<file path="src/design/kse_pkg.sv">
// Shared types, key codes and field widths for the keypad setpoint entry block.
package kse_pkg;

    localparam int KEY_W    = 4;
    localparam int LEN_W    = 3;
    localparam int DIGIT_W  = 4;
    localparam int TENTHS_W = 10;
    localparam int CFG_W    = 10;
    localparam int CFG_IDX_W = 1;
    localparam int S_DATA_W = 8;
    localparam int M_DATA_W = 32;

    localparam logic [TENTHS_W-1:0] MIN_TARGET_RST = 10'd320;
    localparam logic [TENTHS_W-1:0] MAX_TARGET_RST = 10'd1000;
    localparam logic [TENTHS_W-1:0] SETPOINT_RST   = 10'd320;

    // register indexes on the configuration port
    localparam logic [CFG_IDX_W-1:0] CFG_MIN_TARGET = 1'b0;
    localparam logic [CFG_IDX_W-1:0] CFG_MAX_TARGET = 1'b1;

    // key codes, digits are their own value
    localparam logic [KEY_W-1:0] KEY_STAR = 4'd10;
    localparam logic [KEY_W-1:0] KEY_HASH = 4'd11;
    localparam logic [KEY_W-1:0] KEY_A    = 4'd12;
    localparam logic [KEY_W-1:0] KEY_B    = 4'd13;
    localparam logic [KEY_W-1:0] KEY_C    = 4'd14;
    localparam logic [KEY_W-1:0] KEY_D    = 4'd15;

    localparam logic [LEN_W-1:0] LEN_POINT = 3'd2;
    localparam logic [LEN_W-1:0] LEN_AFTER_POINT = 3'd3;
    localparam logic [LEN_W-1:0] LEN_FULL  = 3'd4;

    typedef struct packed {
        logic                  display_update;
        logic [TENTHS_W-1:0]   target_tenths;
        logic                  entry_ok;
        logic [DIGIT_W-1:0]    tenths_digit;
        logic [DIGIT_W-1:0]    units_digit;
        logic [DIGIT_W-1:0]    tens_digit;
        logic [LEN_W-1:0]      entry_length;
        logic                  in_entry_mode;
    } kse_result_t;

    // 4x4 keypad layout: 1 2 3 A / 4 5 6 B / 7 8 9 C / * 0 # D
    function automatic logic [KEY_W-1:0] key_map(input logic [1:0] row, input logic [1:0] col);
        logic [KEY_W-1:0] key;
        case ({row, col})
            4'h0: key = 4'd1;
            4'h1: key = 4'd2;
            4'h2: key = 4'd3;
            4'h3: key = KEY_A;
            4'h4: key = 4'd4;
            4'h5: key = 4'd5;
            4'h6: key = 4'd6;
            4'h7: key = KEY_B;
            4'h8: key = 4'd7;
            4'h9: key = 4'd8;
            4'hA: key = 4'd9;
            4'hB: key = KEY_C;
            4'hC: key = KEY_STAR;
            4'hD: key = 4'd0;
            4'hE: key = KEY_HASH;
            default: key = KEY_D;
        endcase
        return key;
    endfunction

endpackage

</file>
<file path="src/design/kse_step.sv">
// Entry state, limit registers and the per-press next-state logic.
module kse_step
    import kse_pkg::*;
(
    input  logic                  aclk,
    input  logic                  aresetn,
    input  logic                  fire,
    input  logic [1:0]            key_row,
    input  logic [1:0]            key_column,
    input  logic                  cfg_wr_en,
    input  logic [CFG_IDX_W-1:0]  cfg_addr,
    input  logic [CFG_W-1:0]      cfg_wdata,
    output kse_result_t           result
);

    typedef enum logic [1:0] {
        ST_NORMAL = 2'b01,
        ST_ENTRY  = 2'b10
    } kse_state_t;

    kse_state_t              state_reg, state_next;
    logic [LEN_W-1:0]        count_reg, count_next;
    logic [DIGIT_W-1:0]      digit_reg [3];
    logic [DIGIT_W-1:0]      digit_next [3];
    logic                    valid_reg, valid_next;
    logic [TENTHS_W-1:0]     setpoint_reg, setpoint_next;
    logic [TENTHS_W-1:0]     min_reg, max_reg;

    logic [KEY_W-1:0]        key;
    logic                    fmt_ok;
    logic                    refresh;
    logic [TENTHS_W-1:0]     value;
    logic [1:0]              slot;

    assign key   = key_map(key_row, key_column);
    assign value = TENTHS_W'(digit_reg[0]) * 10'd100 + TENTHS_W'(digit_reg[1]) * 10'd10
                 + TENTHS_W'(digit_reg[2]);
    assign slot  = (count_reg == LEN_AFTER_POINT) ? 2'd2 : {1'b0, count_reg[0]};

    always_comb begin
        fmt_ok = 1'b1;
        if (key == KEY_B || key == KEY_C) begin
            fmt_ok = 1'b1;
        end else if (count_reg >= LEN_FULL && key != KEY_A) begin
            fmt_ok = 1'b0;
        end else if (count_reg == LEN_POINT && key != KEY_STAR) begin
            fmt_ok = 1'b0;
        end else if (key == KEY_D || key == KEY_HASH) begin
            fmt_ok = 1'b0;
        end else if (key == KEY_STAR && count_reg != LEN_POINT) begin
            fmt_ok = 1'b0;
        end else if (key == KEY_A && count_reg < LEN_FULL) begin
            fmt_ok = 1'b0;
        end
    end

    always_comb begin
        state_next    = state_reg;
        count_next    = count_reg;
        digit_next    = digit_reg;
        valid_next    = valid_reg;
        setpoint_next = setpoint_reg;
        refresh       = 1'b0;
        case (state_reg)
            ST_NORMAL: begin
                if (key == KEY_HASH) begin
                    state_next = ST_ENTRY;
                    count_next = '0;
                    valid_next = 1'b1;
                    refresh    = 1'b1;
                end
            end
            ST_ENTRY: begin
                refresh = 1'b1;
                if (!fmt_ok) begin
                    valid_next = 1'b0;
                end else begin
                    case (key)
                        KEY_STAR: count_next = LEN_AFTER_POINT;
                        KEY_A: begin
                            state_next = ST_NORMAL;
                            if (value >= min_reg && value <= max_reg) begin
                                setpoint_next = value;
                            end else begin
                                valid_next = 1'b0;
                            end
                        end
                        KEY_B: begin
                            if (count_reg != '0) begin
                                count_next = count_reg - 3'd1;
                            end
                        end
                        KEY_C: state_next = ST_NORMAL;
                        default: begin
                            digit_next[slot] = key;
                            count_next       = count_reg + 3'd1;
                        end
                    endcase
                end
            end
            default: state_next = ST_NORMAL;
        endcase
    end

    always_ff @(posedge aclk) begin
        if (!aresetn) begin
            state_reg    <= ST_NORMAL;
            count_reg    <= '0;
            digit_reg    <= '{default: '0};
            valid_reg    <= 1'b1;
            setpoint_reg <= SETPOINT_RST;
        end else if (fire) begin
            state_reg    <= state_next;
            count_reg    <= count_next;
            digit_reg    <= digit_next;
            valid_reg    <= valid_next;
            setpoint_reg <= setpoint_next;
        end
    end

    always_ff @(posedge aclk) begin
        if (!aresetn) begin
            min_reg <= MIN_TARGET_RST;
            max_reg <= MAX_TARGET_RST;
        end else if (cfg_wr_en) begin
            case (cfg_addr)
                CFG_MIN_TARGET: min_reg <= cfg_wdata;
                CFG_MAX_TARGET: max_reg <= cfg_wdata;
                default: ;
            endcase
        end
    end

    always_comb begin
        result.in_entry_mode  = (state_next == ST_ENTRY);
        result.entry_length   = count_next;
        result.tens_digit     = (count_next >= 3'd1) ? digit_next[0] : '0;
        result.units_digit    = (count_next >= 3'd2) ? digit_next[1] : '0;
        result.tenths_digit   = (count_next >= LEN_FULL) ? digit_next[2] : '0;
        result.entry_ok       = valid_next;
        result.target_tenths  = setpoint_next;
        result.display_update = refresh;
    end

endmodule

</file>
<file path="src/design/kse_out_reg.sv">
// Result register on the master side; it frees up as soon as the result is taken.
module kse_out_reg
    import kse_pkg::*;
(
    input  logic                 aclk,
    input  logic                 aresetn,
    input  logic                 load_valid,
    input  kse_result_t          result,
    output logic                 advance,
    output logic                 m_tvalid,
    input  logic                 m_tready,
    output logic [M_DATA_W-1:0]  m_tdata
);

    logic        out_valid_reg;
    kse_result_t out_data_reg;

    assign advance = !out_valid_reg || m_tready;

    always_ff @(posedge aclk) begin
        if (!aresetn) begin
            out_valid_reg <= 1'b0;
        end else if (advance) begin
            out_valid_reg <= load_valid;
        end
    end

    always_ff @(posedge aclk) begin
        if (advance && load_valid) begin
            out_data_reg <= result;
        end
    end

    assign m_tvalid = out_valid_reg;
    assign m_tdata  = M_DATA_W'(out_data_reg);

endmodule

</file>
<file path="src/design/keypad_setpoint_entry.sv">
// Keypad setpoint entry: top level with the input register and the result stage.
// One key press is taken per transfer on the s_ side and gives exactly one result on the
// m_ side. A press can be taken every cycle: the input and the result register form a
// two-stage pipeline that only stalls when a result is waiting and m_tready is low. The
// entry state is updated as a press moves from the input into the result register. The user
// must write the limits on cfg_ while no press is in flight; the block does not enforce it.
module keypad_setpoint_entry
    import kse_pkg::*;
(
    input  logic                  aclk,
    input  logic                  aresetn,
    input  logic                  s_tvalid,
    output logic                  s_tready,
    input  logic [S_DATA_W-1:0]   s_tdata,   // key_row[1:0], key_column[3:2], zero pad
    output logic                  m_tvalid,
    input  logic                  m_tready,
    // in_entry_mode[0], entry_length[3:1], tens_digit[7:4], units_digit[11:8],
    // tenths_digit[15:12], entry_ok[16], target_tenths[26:17], display_update[27], zero pad
    output logic [M_DATA_W-1:0]   m_tdata,
    input  logic                  cfg_wr_en,
    input  logic [CFG_IDX_W-1:0]  cfg_addr,
    input  logic [CFG_W-1:0]      cfg_wdata
);

    logic        in_valid_reg;
    logic [1:0]  row_reg;
    logic [1:0]  col_reg;
    logic        advance;
    logic        fire;
    kse_result_t result;

    assign s_tready = !in_valid_reg || advance;
    assign fire     = in_valid_reg && advance;

    always_ff @(posedge aclk) begin
        if (!aresetn) begin
            in_valid_reg <= 1'b0;
        end else if (s_tready) begin
            in_valid_reg <= s_tvalid;
        end
    end

    always_ff @(posedge aclk) begin
        if (s_tready && s_tvalid) begin
            row_reg <= s_tdata[1:0];
            col_reg <= s_tdata[3:2];
        end
    end

    kse_step u_step (
        .aclk       (aclk),
        .aresetn    (aresetn),
        .fire       (fire),
        .key_row    (row_reg),
        .key_column (col_reg),
        .cfg_wr_en  (cfg_wr_en),
        .cfg_addr   (cfg_addr),
        .cfg_wdata  (cfg_wdata),
        .result     (result)
    );

    kse_out_reg u_out (
        .aclk       (aclk),
        .aresetn    (aresetn),
        .load_valid (in_valid_reg),
        .result     (result),
        .advance    (advance),
        .m_tvalid   (m_tvalid),
        .m_tready   (m_tready),
        .m_tdata    (m_tdata)
    );

`ifndef SYNTHESIS
    // an empty result stage must never hold back the input side
    a_no_idle_stall: assert property (@(posedge aclk) disable iff (!aresetn)
        !m_tvalid |-> s_tready)
        else $error("input stalled with empty result stage");

    a_len_range: assert property (@(posedge aclk) disable iff (!aresetn)
        m_tvalid |-> (m_tdata[3:1] <= 3'd4))
        else $error("entry length out of range");

    a_entry_refresh: assert property (@(posedge aclk) disable iff (!aresetn)
        (m_tvalid && m_tdata[0]) |-> m_tdata[27])
        else $error("press in entry mode without display refresh");

    a_digit_range: assert property (@(posedge aclk) disable iff (!aresetn)
        m_tvalid |-> (m_tdata[7:4] <= 4'd9 && m_tdata[11:8] <= 4'd9 && m_tdata[15:12] <= 4'd9))
        else $error("digit field above nine");

    a_pad_zero: assert property (@(posedge aclk) disable iff (!aresetn)
        m_tvalid |-> (m_tdata[31:28] == 4'd0))
        else $error("result padding not zero");
`endif

endmodule
</file>
<file path="config.mk">
export PLATFORM = sky130hd
export DESIGN_NAME = keypad_setpoint_entry
export DESIGN_NICKNAME = d
export VERILOG_FILES = /design/src/design/kse_pkg.sv /design/src/design/kse_step.sv /design/src/design/kse_out_reg.sv /design/src/design/keypad_setpoint_entry.sv
export SDC_FILE = /design/constraint.sdc
export NUM_CORES = 1
export LEC_CHECK = 0
export BUFFER_PORTS_ARGS = -buffer_cell sky130_fd_sc_hd__buf_2
export CAP_MARGIN = 20
export CORE_MARGIN = 3
export CORE_UTILIZATION = 59
export DETAILED_ROUTE_END_ITERATION = 12
export GPL_ROUTABILITY_DRIVEN = 0
export GPL_TIMING_DRIVEN = 0
export PLACE_DENSITY = 0.8
export SETUP_SLACK_MARGIN = 0.02
export SLEW_MARGIN = 20
export SYNTH_ARGS = -nofsm -noshare
export SYNTH_HDL_FRONTEND = slang
export SYNTH_SLANG_ARGS = --single-unit
export TNS_END_PERCENT = 1
</file>
<file path="constraint.sdc">
create_clock -name aclk -period 6.1 [get_ports aclk]
set_input_delay 0.305 -clock aclk [delete_from_list [all_inputs] [get_ports aclk]]
set_output_delay 0.305 -clock aclk [all_outputs]
set_load 0.01 [all_outputs]
</file>
==> results.tsv <==
stage	metric	value	unit
status	status	finished, final reports clean	
setup_path	R2R Path Start	u_step.digit_reg[7]	
clock_network	clk root buf	clkbuf_8	
synthesis	flops & latches, synth	86	
global_route	vias in the first global route	4023	
layout	commonest non-fill, non-tap cells in the layout	a21oi_1 (57), ha_1 (55), inv_1 (54), buf_2 (54), dfxtp_1 (54)	
global_route	first-pass GRT wire length	18.5	mm
clock_network	Sink Count	86	
setup_path	kind of critical path	flop to flop	
synthesis	share of Yosys cell area claimed by the top area cell type	21.1	%
setup_path	Crit path required time	6.22	ns
layout	fill cell count	651	
worst_hold_path	Min-Delay Startpoint	s_tdata[3]	
clock_network	total setup buffers inserted after CTS	0	
floorplan	DIE HEIGHT	99.3	um
synthesis	Seq/Total Area, Yosys	39.8	%
timing	Fin Clk Skew	0.0102	ns
setup_path	r2r endpoint	u_out.m_tdata[22]	
timing	Max Freq	178	MHz
worst_hold_path	hold crit path type	input port to flop	
worst_hold_path	Worst Hold Path EP	col_reg[1]	
layout	most common cell after layout, fill and taps aside	a21oi_1	
floorplan	die area	9850	um^2
clock_network	Worst-Skew Late Latency	0.36	ns
flow_run	max-cap violations	0	
floorplan	cell row count	33	
synthesis	Mapped Area	5130	um^2
clock_network	H-tree lvl count	3	
clock_network	Reg clk slew, reported paths	0.09	ns
floorplan	Core Area	8340	um^2
timing	final hold violation count	0	
timing	period utilisation layout	91.9	%
synthesis	cell taking the most area after synthesis	dfxtp_1	
setup_path	Max FO, Critical Path	10	
power	Tot Pwr	1180	uW
global_route	total congestion overflow	0	
power	Power per Cell Area	206	nW/um^2
route	WL/cell	15.4	um
synthesis	YS warnings	0	
layout	share of cells above drive strength 1	16.2	%
route	DR DRC count	0	
layout	max reg flops	28	
synthesis	count of cell types in the netlist	64	
route	vias after detailed routing	4254	
placement	Port Buf Inserts	49	
synthesis	Post-synth EDFFs	32	
synthesis	synthesized instance count	548	
setup_path	Worst R2R Setup Slack	0.49	ns
placement	hpwl dp	8.43	mm
timing	final setup violation count	0	
layout	utilization after layout	68.5	%
layout	diode count	0	
timing	Final min period	5.61	ns
clock_network	CTS tree	done	
floorplan	Starting Density	61.5	%
timing	max-slew violations	0	
route	DRT Pass-1 Iters	5	
setup_path	Startpoint Class	flop	
power	Peak supply drop	0.124	mV
route	initial DRC count	304	
route	Routed Antenna Nets	0	
setup_path	Worst EP arrival	5.73	ns
synthesis	Post-Syn Area per Cell	9.37	um^2
clock_network	cts hold-fix bufs	0	
setup_path	worst r2r path cells	18	
timing	RSZ-0062 raised after global routing	no	
timing	worst-margin pin slew	0.650	ns
route	DR vias/cell	5.89	
global_route	initial antenna violation count	0	
global_route	all-layer global routing usage	23.2	%
power	P_leak	0.00252	uW
floorplan	Die W	99.3	um
layout	Final nets	696	
synthesis	fraction of registers with async set/reset	0	%
timing	setup TNS	0	ns
route	Total Routed Length	11.1	mm
floorplan	IO Count	58	
global_route	largest net degree at the start of global routing	36	
clock_network	CTS Buf Count	9	
synthesis	Main synth FF type	dfxtp_1	
clock_network	Clock Path Buffers	2	
clock_network	post-cts sizing count	0	
worst_hold_path	hold path depth	1	
timing	Slew headroom	55.4	%
layout	P&R area growth vs syn	11.4	%
setup_path	Crit. End Element	flop	
synthesis	Synth area leaders	dfxtp_1 (21%), edfxtp_1 (19%), ha_1 (13%)	
## final cells by class
type / count / area [um^2] / area share [%]
clock buffers: 10 / 128 / 2.23
repair buffers: 50 / 265 / 4.64
clock inverters: 6 / 47.5 / 0.832
well taps: 105 / 131 / 2.30
plain buffers: 28 / 135 / 2.36
flip-flops and latches: 86 / 2040 / 35.7
multi-input cells: 382 / 2760 / 48.3
inverters: 55 / 206 / 3.61
## stage by stage
stage	instance area, um^2	setup slack [ns]	cells	hold slack, ns
6_report	5720	0.493	722	0.127
5_1_grt	5720	0.117	722	0.114
4_1_cts	5720	0.532	722	0.113
3_5_place_dp	5540	0.572	706	0.447
3_3_place_gp	5520	0.645	705	0.446
2_1_floorplan	5140	1.13	551	0.381
## logic make-up (layout without fill, tap and decap cells)
family | after synthesis | count (layout) | share of synthesized area, %
and+or+nand+nor | 145 | 145 | 13.6
AOI/OAI and AO/OA | 134 | 134 | 16.9
DFF | 86 | 86 | 39.8
buffers and inverters | 83 | 149 | 6.63
adders and majority gates | 60 | 60 | 15.4
muxes | 29 | 29 | 5.92
xor gates and xnor gates | 10 | 10 | 1.71
other | 1 | 4 | 0.0731
## per-layer routing
layer	up-vias	share of wire, %	global-route usage [%]
met2	185	47	38.2
met1	1986	43	31.1
met4	0	2.4	7.35
li1	2049	-	-
met3	34	7.4	4.21
met5	-	0	0
## worst max path at each step
stage / cells past startpoint / to / slack (ns) / startpoint
2_1_floorplan: 18 / u_out.m_tdata[18] / 1.13 / u_step.digit_reg[7]
3_3_place_gp: 18 / u_out.m_tdata[25] / 0.64 / u_step.digit_reg[7]
3_5_place_dp: 18 / u_out.m_tdata[22] / 0.57 / u_step.digit_reg[7]
4_1_cts: 18 / u_out.m_tdata[25] / 0.53 / u_step.digit_reg[7]
5_1_grt: 18 / u_out.m_tdata[20] / 0.12 / u_step.digit_reg[7]
6_report: 18 / u_out.m_tdata[22] / 0.49 / u_step.digit_reg[7]
## cell usage after synthesis, types with 5 or more instances
| library cell | instances |
|---|---|
| nand3_1 | 5 |
| xnor2_1 | 7 |
| inv_1 | 54 |
| buf_2 | 5 |
| fa_1 | 5 |
| nand4_1 | 12 |
| o211ai_1 | 11 |
| edfxtp_1 | 32 |
| buf_4 | 6 |
| clkbuf_1 | 14 |
| mux2i_1 | 18 |
| nor2_1 | 41 |
| ha_1 | 55 |
| dfxtp_1 | 54 |
| a21oi_1 | 57 |
| nand2_1 | 48 |
| nor2b_1 | 10 |
| o21ai_0 | 24 |
| mux2_2 | 10 |
## critical path, stage by stage, from the launching register on
cell and delay, ns:
dfxtp_1 0.43, ha_1 0.27, ha_1 0.23, fa_1 0.38, xor2_1 0.16, ha_1 0.31
ha_1 0.37, and3_1 0.17, a221o_1 0.35, o41ai_1 0.31, xnor2_1 0.32, ha_1 0.36
a21oi_1 0.20, o21ai_0 0.15, a2111o_1 0.41, a22o_1 0.25, nor2_2 0.14, buf_4 0.20
mux2_2 0.36
## where the power goes
| group | switching, uW | internal, uW | leakage, uW | total (uW) |
|---|---|---|---|---|
| logic | 120 | 63.3 | 0.00170 | 183 |
| clock network | 215 | 150 | 0.0000751 | 365 |
| registers | 12.0 | 619 | 0.000741 | 631 |
(Power assumes the default switching activity.)
